--- src/rtl/core/txdr_pkg.sv ---
// ----------------------------------------------------------------------------
// txdr_pkg
// Shared constants, types and helpers for the transmit descriptor ring manager.
// ----------------------------------------------------------------------------
package txdr_pkg;

    // Ring geometry
    localparam int RING_SLOTS   = 64;    // descriptors in use, 2..64
    localparam int BUFFER_BYTES = 4096;  // circular buffer size, 256..4096
    localparam int BUFFER_BASE  = 4096;  // buffer start address, 0..4096

    // Storage and field widths fixed by the interface
    localparam int SLOT_STORE = 64;
    localparam int SLOT_W     = 6;
    localparam int LEN_W      = 12;
    localparam int BYTES_W    = 13;
    localparam int ADDR_W     = 13;
    localparam int COUNT_W    = 7;

    typedef enum logic [1:0] {
        STATUS_ACCEPTED   = 2'd0,
        STATUS_RING_FULL  = 2'd1,
        STATUS_NO_SPACE   = 2'd2,
        STATUS_COMPLETION = 2'd3
    } status_t;

    typedef enum logic {
        OP_SUBMIT = 1'b0,
        OP_DONE   = 1'b1
    } op_t;

    // Round a byte count up to whole 32-bit words
    function automatic logic [BYTES_W-1:0] round_to_word(input logic [LEN_W-1:0] len);
        logic [BYTES_W-1:0] sum;
        sum = {1'b0, len} + BYTES_W'(3);
        return {sum[BYTES_W-1:2], 2'b00};
    endfunction

    // Advance a ring index with wrap at RING_SLOTS
    function automatic logic [SLOT_W-1:0] next_slot(input logic [SLOT_W-1:0] s);
        return (s == SLOT_W'(RING_SLOTS - 1)) ? '0 : s + SLOT_W'(1);
    endfunction

endpackage

--- src/rtl/core/tx_descriptor_ring_manager.sv ---
// ----------------------------------------------------------------------------
// tx_descriptor_ring_manager
// Bookkeeping for a transmit descriptor ring and its circular byte buffer.
// ----------------------------------------------------------------------------
// Sequence: a completion beat goes from IDLE straight to EMIT; a submit beat
//   goes to CHECK, then through ADD and back to CHECK for each descriptor its
//   sweep reclaims, each reclaim a length read plus an add, and then to EMIT.
// Flow: one beat in flight; s_tready is high only in IDLE, so the next beat
//   waits for EMIT to load the result, which m_tready can hold back.
// Reset: aresetn (synchronous, active low) empties the ring, restores the free
//   count and write address and clears every ready mark; lengths are not cleared.
module tx_descriptor_ring_manager
    import txdr_pkg::*;
(
    input  logic        aclk,
    input  logic        aresetn,

    input  logic        s_tvalid,
    output logic        s_tready,
    input  logic [23:0] s_tdata,   // [11:0] frame_length, [17:12] done_index, rest zero
    input  logic        s_tuser,   // [0] operation

    output logic        m_tvalid,
    input  logic        m_tready,
    output logic [47:0] m_tdata    // [1:0] status, [14:2] accepted_bytes,
                                   // [20:15] slot_index, [33:21] buffer_address,
                                   // [40:34] reclaimed_count, [41] kick_transmit
);

    typedef enum logic [1:0] {
        ST_IDLE,   // wait for a beat
        ST_CHECK,  // test the drain descriptor, read its length
        ST_ADD,    // return the length to the free count
        ST_EMIT    // hand the result to the output register
    } state_t;

    state_t state_reg;

    // Ring state
    logic [BYTES_W-1:0]    free_bytes_reg;
    logic [ADDR_W-1:0]     write_addr_reg;
    logic [SLOT_W-1:0]     fill_slot_reg;
    logic [SLOT_W-1:0]     drain_slot_reg;
    logic [COUNT_W-1:0]    in_use_reg;
    logic [SLOT_STORE-1:0] slot_ready_reg;

    // Length store: one write port, one registered read port
    logic [LEN_W-1:0] slot_length_mem [SLOT_STORE];
    logic [LEN_W-1:0] rd_len_reg;

    // Pending result fields
    status_t             res_status_reg;
    logic [BYTES_W-1:0]  res_bytes_reg;
    logic [SLOT_W-1:0]   res_slot_reg;
    logic [ADDR_W-1:0]   res_addr_reg;
    logic [COUNT_W-1:0]  res_count_reg;

    logic        m_tvalid_reg;
    logic [47:0] m_tdata_reg;

    // Input fields
    logic [LEN_W-1:0]  in_len;
    logic [SLOT_W-1:0] in_done;
    op_t               in_op;
    logic              in_accept;

    assign in_len    = s_tdata[11:0];
    assign in_done   = s_tdata[17:12];
    assign in_op     = op_t'(s_tuser);
    assign s_tready  = (state_reg == ST_IDLE);
    assign in_accept = s_tvalid && s_tready;

    // Admission check and next write address for a submit
    logic [BYTES_W-1:0] asize;
    logic               ring_full;
    logic               no_space;
    logic [ADDR_W-1:0]  offset;
    logic [ADDR_W:0]    addr_sum;
    logic [ADDR_W:0]    addr_wrap;
    logic [ADDR_W-1:0]  write_addr_next;
    logic               submit_ok;
    logic               done_in_ring;

    assign asize     = round_to_word(in_len);
    assign ring_full = (in_use_reg >= COUNT_W'(RING_SLOTS));
    assign no_space  = (asize > free_bytes_reg);
    assign submit_ok = in_accept && (in_op == OP_SUBMIT) && !ring_full && !no_space;
    assign done_in_ring = ({1'b0, in_done} < COUNT_W'(RING_SLOTS));

    assign offset    = (write_addr_reg >= ADDR_W'(BUFFER_BASE))
                       ? write_addr_reg - ADDR_W'(BUFFER_BASE) : '0;
    assign addr_sum  = {1'b0, offset} + {1'b0, asize};
    // offset stays below the buffer size and an admitted asize does not exceed it: one subtract wraps
    assign addr_wrap = (addr_sum >= (ADDR_W+1)'(BUFFER_BYTES))
                       ? addr_sum - (ADDR_W+1)'(BUFFER_BYTES) : addr_sum;
    assign write_addr_next = ADDR_W'(addr_wrap + (ADDR_W+1)'(BUFFER_BASE));

    // Length store: write on an admitted submit, read the drain slot each cycle
    always_ff @(posedge aclk) begin
        if (submit_ok) begin
            slot_length_mem[fill_slot_reg] <= in_len;
        end
        rd_len_reg <= slot_length_mem[drain_slot_reg];
    end

    always_ff @(posedge aclk) begin
        if (!aresetn) begin
            state_reg      <= ST_IDLE;
            free_bytes_reg <= BYTES_W'(BUFFER_BYTES);
            write_addr_reg <= ADDR_W'(BUFFER_BASE);
            fill_slot_reg  <= '0;
            drain_slot_reg <= '0;
            in_use_reg     <= '0;
            slot_ready_reg <= '0;
            m_tvalid_reg   <= 1'b0;
        end else begin
            // Drop the output beat once taken; EMIT reloads it on its own
            if (m_tvalid_reg && m_tready && (state_reg != ST_EMIT)) begin
                m_tvalid_reg <= 1'b0;
            end

            unique case (state_reg)
                ST_IDLE: begin
                    if (in_accept) begin
                        res_count_reg <= '0;
                        if (in_op == OP_DONE) begin
                            // Clear the ready mark; out-of-ring indexes are ignored
                            if (done_in_ring) begin
                                slot_ready_reg[in_done] <= 1'b0;
                            end
                            res_status_reg <= STATUS_COMPLETION;
                            res_bytes_reg  <= '0;
                            res_slot_reg   <= '0;
                            res_addr_reg   <= '0;
                            state_reg      <= ST_EMIT;
                        end else begin
                            if (ring_full) begin
                                res_status_reg <= STATUS_RING_FULL;
                                res_bytes_reg  <= '0;
                                res_slot_reg   <= '0;
                                res_addr_reg   <= '0;
                            end else if (no_space) begin
                                res_status_reg <= STATUS_NO_SPACE;
                                res_bytes_reg  <= '0;
                                res_slot_reg   <= '0;
                                res_addr_reg   <= '0;
                            end else begin
                                res_status_reg <= STATUS_ACCEPTED;
                                res_bytes_reg  <= asize;
                                res_slot_reg   <= fill_slot_reg;
                                res_addr_reg   <= write_addr_reg;
                                slot_ready_reg[fill_slot_reg] <= 1'b1;
                                write_addr_reg <= write_addr_next;
                                fill_slot_reg  <= next_slot(fill_slot_reg);
                                in_use_reg     <= in_use_reg + COUNT_W'(1);
                                free_bytes_reg <= free_bytes_reg - asize;
                            end
                            state_reg <= ST_CHECK;
                        end
                    end
                end

                ST_CHECK: begin
                    // Stop at an empty ring or the first descriptor still ready
                    if ((in_use_reg == '0) || slot_ready_reg[drain_slot_reg]) begin
                        state_reg <= ST_EMIT;
                    end else begin
                        state_reg <= ST_ADD;
                    end
                end

                ST_ADD: begin
                    free_bytes_reg <= free_bytes_reg + round_to_word(rd_len_reg);
                    drain_slot_reg <= next_slot(drain_slot_reg);
                    in_use_reg     <= in_use_reg - COUNT_W'(1);
                    res_count_reg  <= res_count_reg + COUNT_W'(1);
                    state_reg      <= ST_CHECK;
                end

                ST_EMIT: begin
                    // Load the output register once it is free or being drained
                    if (!m_tvalid_reg || m_tready) begin
                        m_tvalid_reg <= 1'b1;
                        m_tdata_reg  <= {6'd0,
                                         (in_use_reg != '0),
                                         res_count_reg,
                                         res_addr_reg,
                                         res_slot_reg,
                                         res_bytes_reg,
                                         res_status_reg};
                        state_reg    <= ST_IDLE;
                    end
                end

                default: state_reg <= ST_IDLE;
            endcase
        end
    end

    assign m_tvalid = m_tvalid_reg;
    assign m_tdata  = m_tdata_reg;

endmodule
--- config.mk ---
export PLATFORM = sky130hd
export DESIGN_NAME = tx_descriptor_ring_manager
export DESIGN_NICKNAME = d
export VERILOG_FILES = /design/src/rtl/core/txdr_pkg.sv /design/src/rtl/core/tx_descriptor_ring_manager.sv
export SDC_FILE = /design/constraint.sdc
export NUM_CORES = 1
export LEC_CHECK = 0
export BUFFER_PORTS_ARGS = -buffer_cell sky130_fd_sc_hd__buf_2
export CORE_AREA = 2 2 226 451
export DETAILED_ROUTE_END_ITERATION = 12
export DIE_AREA = 0 0 228 453
export GPL_TIMING_DRIVEN = 0
export SKIP_LAST_GASP = 1
export SYNTH_ARGS = -nofsm -noshare
export SYNTH_HDL_FRONTEND = slang
export SYNTH_SLANG_ARGS = --single-unit
--- constraint.sdc ---
create_clock -name aclk -period 4.6 [get_ports aclk]
set_input_delay 0.46 -clock aclk [delete_from_list [all_inputs] [get_ports aclk]]
set_output_delay 0.46 -clock aclk [all_outputs]
set_load 0.02 [all_outputs]
==> flow_summary.yaml, run 1 <==
timing:
  slew_headroom_pct: 6.93
  min_period_ns: 4.51
  tightest_slew_ns: 1.40
  max_freq_mhz: 222
  fin_skew_ns: 0.0320
  finalHoldViolCount: 0
  drv_slew: 0
  setup-violations-final: 0
  post-route-period-util_pct: 98.0
global_routing:
  grt.overflow.total: 0
  track_usage_pct: 22.2
  grt_antenna_before_repair: 10
  grt_pass1_wl_um: 161000
  grt_max_degree: 69
  grt_pass1_vias: 22487
final_layout:
  nets: 2450
  mostFrequentLayoutCells: "edfxtp_1 (847), mux4_2 (273), dfxtp_1 (122)"
  fin_util_pct: 45.9
  stdcell_count: 3775
  synthToLayoutAreaGrowth_pct: 15.4
  final_cell_area_mm2: 0.0457
  largest_reg_flops: 768
  drive_above_1_share_pct: 27.7
  layout_commonest_cell: "edfxtp_1"
floorplan:
  die_area_mm2: 0.103
  die_height_um: 453
  die_width_um: 228
  core_area_mm2: 0.0997
  initial_utilization_pct: 39.7
  io_pins: 79
  num_rows: 164
critical_path:
  crit_slowest_cell: "nor3_2"
  critPathBufInv: 4
  cp-end-kind: "register"
  cp-start-kind: "input port"
  max_stage_delay_ns: 0.83
  cp.required_ns: 4.96
  worstSetupPathType: "in2reg"
  worstPathCellList: "buf_12 -> buf_4 -> and2_1 -> nand4_4 -> nor2_2 -> nand2_1 -> xor2_2 -> ha_2 -> a21o_1 -> a21o_1 -> a31oi_1 -> nor2_1 -> nand3_2 -> buf_6 -> nor3_2 -> buf_6"
  cp.arrival_ns: 4.87
  cp_max_fo: 65
  cpLargestDelayFamily: "simple AND/OR/NAND/NOR gates"
synthesis:
  synth_edf_count: 847
  synth.distinct_cells: 81
  ys_seq_elements: 969
  synth_top_family_by_area: "multiplexers"
  synth_xor_area_share_pct: 1.37
  syn-cell-area_mm2: 0.0396
  yosysWarningCount: 0
  yosysSeqAreaShare_pct: 70.3
  synthAdderAreaFrac_pct: 1.39
  syn_area_per_cell_um2: 18.3
  synth_compound_area_share_pct: 4.05
  synth_flop_cell: "edfxtp_1"
  yosys-mux-area-fraction_pct: 15.7
  yosys.area_share.simple_pct: 5.16
  synthCells: 2167
  synthArstFlopShare_pct: 0
run_status:
  outcome: "finished clean"
clocking:
  clk_pin_slew_ns: 0.06
  clock_sinks: 969
  clk_latency_ns: 0.67
  cts_tree: "built"
  clockBufferDepth: 3
  postCtsHoldBufs: 0
  htree_levels: 3
  cts_root_buf: "clkbuf_16"
  cts_buffers: 79
placed_design:
  place_inst: 3585
  dpl_cell_area_mm2: 0.0420
  place.gp.congestion: 1.00
  port_buffers: 62
  post-dp-hpwl_um: 80300
routing:
  post-route-drc-count: 0
  vias_per_cell: 5.69
  vias: 21473
  wl_per_cell_um: 30.3
  antenna_left: 0
  drt_pre_antenna_iters: 5
  wirelength_um: 114000
  drtIter0Drc: 1747
min_path:
  hp-class: "in2reg"
job:
  maxCapViolations: 0
pwr:
  power_leakage_nw: 14.3
  irDropWorstVdd_uv: 244
  powerDensity_mw_per_mm2: 408
  total_power_w: 0.0187
## cell type report
type,instances,area (um^2)
Buffer,135,649
Clock buffer,102,2130
Antenna cell,2,5.00
Clock inverter,43,505
Multi-Input combinational cell,1037,11400
Tap cell,1328,1660
Sequential cell,969,27900
Inverter,34,150
Fill cell,8508,54000
Timing Repair Buffer,125,1360
## Yosys cell counts (4+ instances only)
library cell	instances	share of area (%)
edfxtp_1	847	64
mux4_2	273	16
nor2_1	126	1.2
dfxtp_1	122	6.2
nand2_1	77	0.73
clkbuf_1	75	0.71
a21oi_1	70	0.88
nand3_1	62	0.78
o21ai_0	59	0.74
ha_1	36	1.1
and3_1	33	0.52
inv_1	33	0.31
xnor2_1	33	0.73
nor3_1	29	0.37
buf_2	24	0.30
xor2_1	22	0.49
and2_1	18	0.28
buf_4	18	0.34
o221a_2	17	0.48
a31oi_1	14	0.22
a21o_1	12	0.23
buf_1	12	0.11
a211oi_1	10	0.19
nand2b_1	9	0.14
mux2i_1	8	0.20
o21a_1	7	0.13
buf_6	6	0.17
nor3b_1	6	0.11
nand3b_1	5	0.095
nand4_1	5	0.079
nor2b_1	5	0.079
or3_1	5	0.079
or3b_2	5	0.11
a211oi_2	4	0.13
and3b_1	4	0.088
fa_1	4	0.20
nor3_2	4	0.10
o211ai_1	4	0.076
o41ai_1	4	0.088
## what timing repair did
item,CTS,global route
hold endpoints to repair,0,0
resized for setup,101,13
pin swaps,30,0
buffers inserted,41,1
endpoints found under the setup margin,896,565
## power by group
| part | switching [W] | leakage (nW) | total [W] | internal, W |
|---|---|---|---|---|
| clock network | 0.00319 | 1.27 | 0.00705 | 0.00387 |
| registers | 0.0000814 | 8.62 | 0.00973 | 0.00965 |
| logic | 0.00117 | 4.44 | 0.00187 | 0.000706 |
| total | 0.00443 | 14.3 | 0.0187 | 0.0142 |
## layer usage
layer	global-route usage [%]	wire length [um]	vias to the layer above	share of wire (%)
li1	-	-	9140	-
met1	21.6	36100	11216	32
met2	42.3	63300	821	55
met3	3.44	5820	284	5.1
met4	15.5	9020	12	7.9
met5	0	67	-	0.059
## metrics by stage
stage / hold slack, ns / TNS, ns / setup slack (ns)
detailed placement: 0.405 / -1706.16 / -2.87
floorplan: 0.400 / 0 / 0.0834
global route: 0.176 / -0.220 / -0.0199
CTS: 0.139 / -3.91 / -0.0965
global placement: 0.402 / -1857.72 / -2.76
finish: 0.169 / 0 / 0.0900
## tightest hold or removal path: stages
cell	delay (ns)
buf_2	0.08
nand2b_1	0.15
a21oi_1	0.08
## logic make-up after synthesis
group	after synthesis
other	1
muxes	282
buffers and inverters	169
DFF	969
xor gates and xnor gates	58
and+or+nand+nor	408
adders and majority gates	42
AOI/OAI and AO/OA	238
## worst paths after layout
check	slack [ns]	from	cells after the start	to
worst max-delay path	0.09	s_tdata[5]	16	slot_length_mem[54][0]
worst min register to register	0.42	res_addr_reg[2]	0	m_tdata[23]
worst min-delay path	0.17	m_tready	3	m_tvalid
worst max register to register	0.38	drain_slot_reg[1]	6	rd_len_reg[11]
No activity file was read; power rests on OpenSTA's default activity.
==> inputs of run 2 (changes only) <==
- SETUP_SLACK_MARGIN: not set -> 0.1
==> run 2 against run 1 <==
Setup slack better by 0.16 ns. Die area stayed put. Count of clock-buffer cells in the layout is 11 lower. Final area hardly changed. Sequential share of layout area hardly changed. Combinational power hardly changed. Register-to-register slack hardly changed. Clock skew hardly changed. Critical path type unchanged.
==> flow_summary.yaml, run 2 (synthesis results as in run 1) <==
placed_design:
  post-dp-hpwl_um: 80300
  port_buffers: 62
  place.gp.congestion: 0.956
  preCtsSetupSlack_ns: -2.73
floorplan:
  io_pins: 79
  die_area_mm2: 0.103
  die_width_um: 228
  core_area_mm2: 0.0997
  initial_utilization_pct: 39.7
  num_rows: 164
  die_height_um: 453
pwr:
  power_leakage_nw: 14.3
  powerDensity_mw_per_mm2: 410
  irDropWorstVdd_uv: 253
final_layout:
  drive_above_1_share_pct: 27.9
  fin_util_pct: 45.9
  mostFrequentLayoutCells: "edfxtp_1 (847), mux4_2 (273), dfxtp_1 (122)"
  seqCellArea_mm2: 0.0279
  multi_input_area_mm2: 0.0114
  nets: 2446
  synthToLayoutAreaGrowth_pct: 15.5
  fill_cells: 8478
  layout_commonest_cell: "edfxtp_1"
  largest_reg_flops: 768
timing:
  min_period_ns: 4.35
  post-route-period-util_pct: 94.5
  hold-worst-slack_ns: 0.132
  slew_headroom_pct: 8.37
  finalHoldViolCount: 0
  fin_setup_tns_ns: 0
  rsz0062_at_grt: "no"
  setup-violations-final: 0
  drv_slew: 0
  layout_setup_ws_ns: 0.252
  tightest_slew_ns: 1.37
  max_freq_mhz: 230
  fin_skew_ns: 0.0324
clocking:
  postCtsHoldBufs: 0
  htree_levels: 3
  clock_sinks: 969
  clk_latency_ns: 0.70
  clk_pin_slew_ns: 0.07
  clockBufferDepth: 3
  cts_tree: "built"
  cts_buffers: 80
  cts_root_buf: "clkbuf_16"
global_routing:
  grt_antenna_before_repair: 2
  grt_pass1_vias: 22884
  grt_pass1_wl_um: 162000
  grt.overflow.total: 0
  track_usage_pct: 22.1
  grt_max_degree: 69
critical_path:
  cp_max_fo: 65
  cp-startpoint: "s_tdata[5]"
  cp-start-kind: "input port"
  cp.arrival_ns: 4.73
  worstPathCellList: "buf_12 -> buf_4 -> and2_1 -> nand4_4 -> nor2_2 -> nand2_1 -> xor2_2 -> ha_2 -> a21o_1 -> a21o_1 -> a31oi_1 -> or2_1 -> nor3_4 -> buf_12 -> buf_6 -> buf_2 -> nand2_1 -> nor2_2 -> buf_4"
  worst-r2r-cell-count: 6
  critical_path.endpoint: "slot_length_mem[43][5]"
  r2r_setup_slack_ns: 0.39
  worstSetupPathType: "in2reg"
  cp-end-kind: "register"
  cp.required_ns: 4.98
  max_stage_delay_ns: 0.48
  rr_endpoint: "rd_len_reg[11]"
  crit_slowest_cell: "ha_2"
  r2r-start: "drain_slot_reg[1]"
job:
  maxCapViolations: 0
routing:
  drtIter0Drc: 1637
  drt_pre_antenna_iters: 7
  post-route-drc-count: 0
  vias: 21611
  wl_per_cell_um: 30.1
  antenna_left: 0
  vias_per_cell: 5.73
  wirelength_um: 113000
run_status:
  outcome: "finished clean"
min_path:
  hp-class: "in2reg"
==> run 2: changes by cell type in the layout (fill, tap and decap cells not counted), sizes merged <==
cell,change
clkbuf,-10
buf,-6
clkinv,+6
inv,+3
clkinvlp,+2
diode,-1
==> run 2: final cells by class <==
class,instances,area share [%]
sequential,969,60.9
multi-input combinational,1037,24.9
clock buffer,91,4.51
tap,1328,3.63
timing repair buffer,120,2.88
buffer,135,1.42
clock inverter,54,1.39
inverter,34,0.320
antenna,1,0.00547
==> run 2: worst min-delay path by stage <==
stage | endpoint | startpoint | depth (start not counted)
2_1_floorplan | m_tdata[0] | res_status_reg[0] | 0
3_3_place_gp | m_tdata[22] | res_addr_reg[1] | 0
3_5_place_dp | m_tdata[1] | res_status_reg[1] | 0
4_1_cts | state_reg[0] | s_tvalid | 3
5_1_grt | slot_length_mem[38][5] | s_tdata[5] | 1
6_report | slot_length_mem[36][5] | s_tdata[5] | 1
==> run 2: routing by layer <==
metal	GRT usage [%]	up-vias	wire length (um)
met4	17.5	2	10000
met3	3.07	320	5060
met1	21.6	11382	36200
met2	41.6	781	62200
met5	0	-	12
li1	-	9126	-
==> run 2: timing repair <==
action | 4_1_cts | 5_1_grt
resized for setup | 107 | 10
endpoints found under the setup margin | 898 | 424
setup buffers | 32 | 8
pin swaps | 29 | 1
gates cloned | 0 | 0
==> run 2: through the flow <==
stage	area, um^2	total power (W)	cells
2_1_floorplan	39700	0.0111	2175
3_3_place_gp	41600	0.0117	3565
3_5_place_dp	41900	0.0118	3583
4_1_cts	45600	0.0189	3760
5_1_grt	45800	0.0193	3769
6_report	45800	0.0188	3769
==> run 2: critical path, delay by kind of cell <==
family / cells / cell delay (ns)
simple gates: 8 / 1.72
buf+inv: 6 / 1.34
fa+ha+maj: 1 / 0.48
compound gates: 3 / 0.36
xor+xnor: 1 / 0.25
==> run 2: where the power goes <==
| part | total [W] | switching, W | internal (W) |
|---|---|---|---|
| Sequential | 0.00973 | 0.0000784 | 0.00965 |
| Clock | 0.00717 | 0.00332 | 0.00386 |
| Combinational | 0.00186 | 0.00116 | 0.000705 |
| Total | 0.0188 | 0.00455 | 0.0142 |
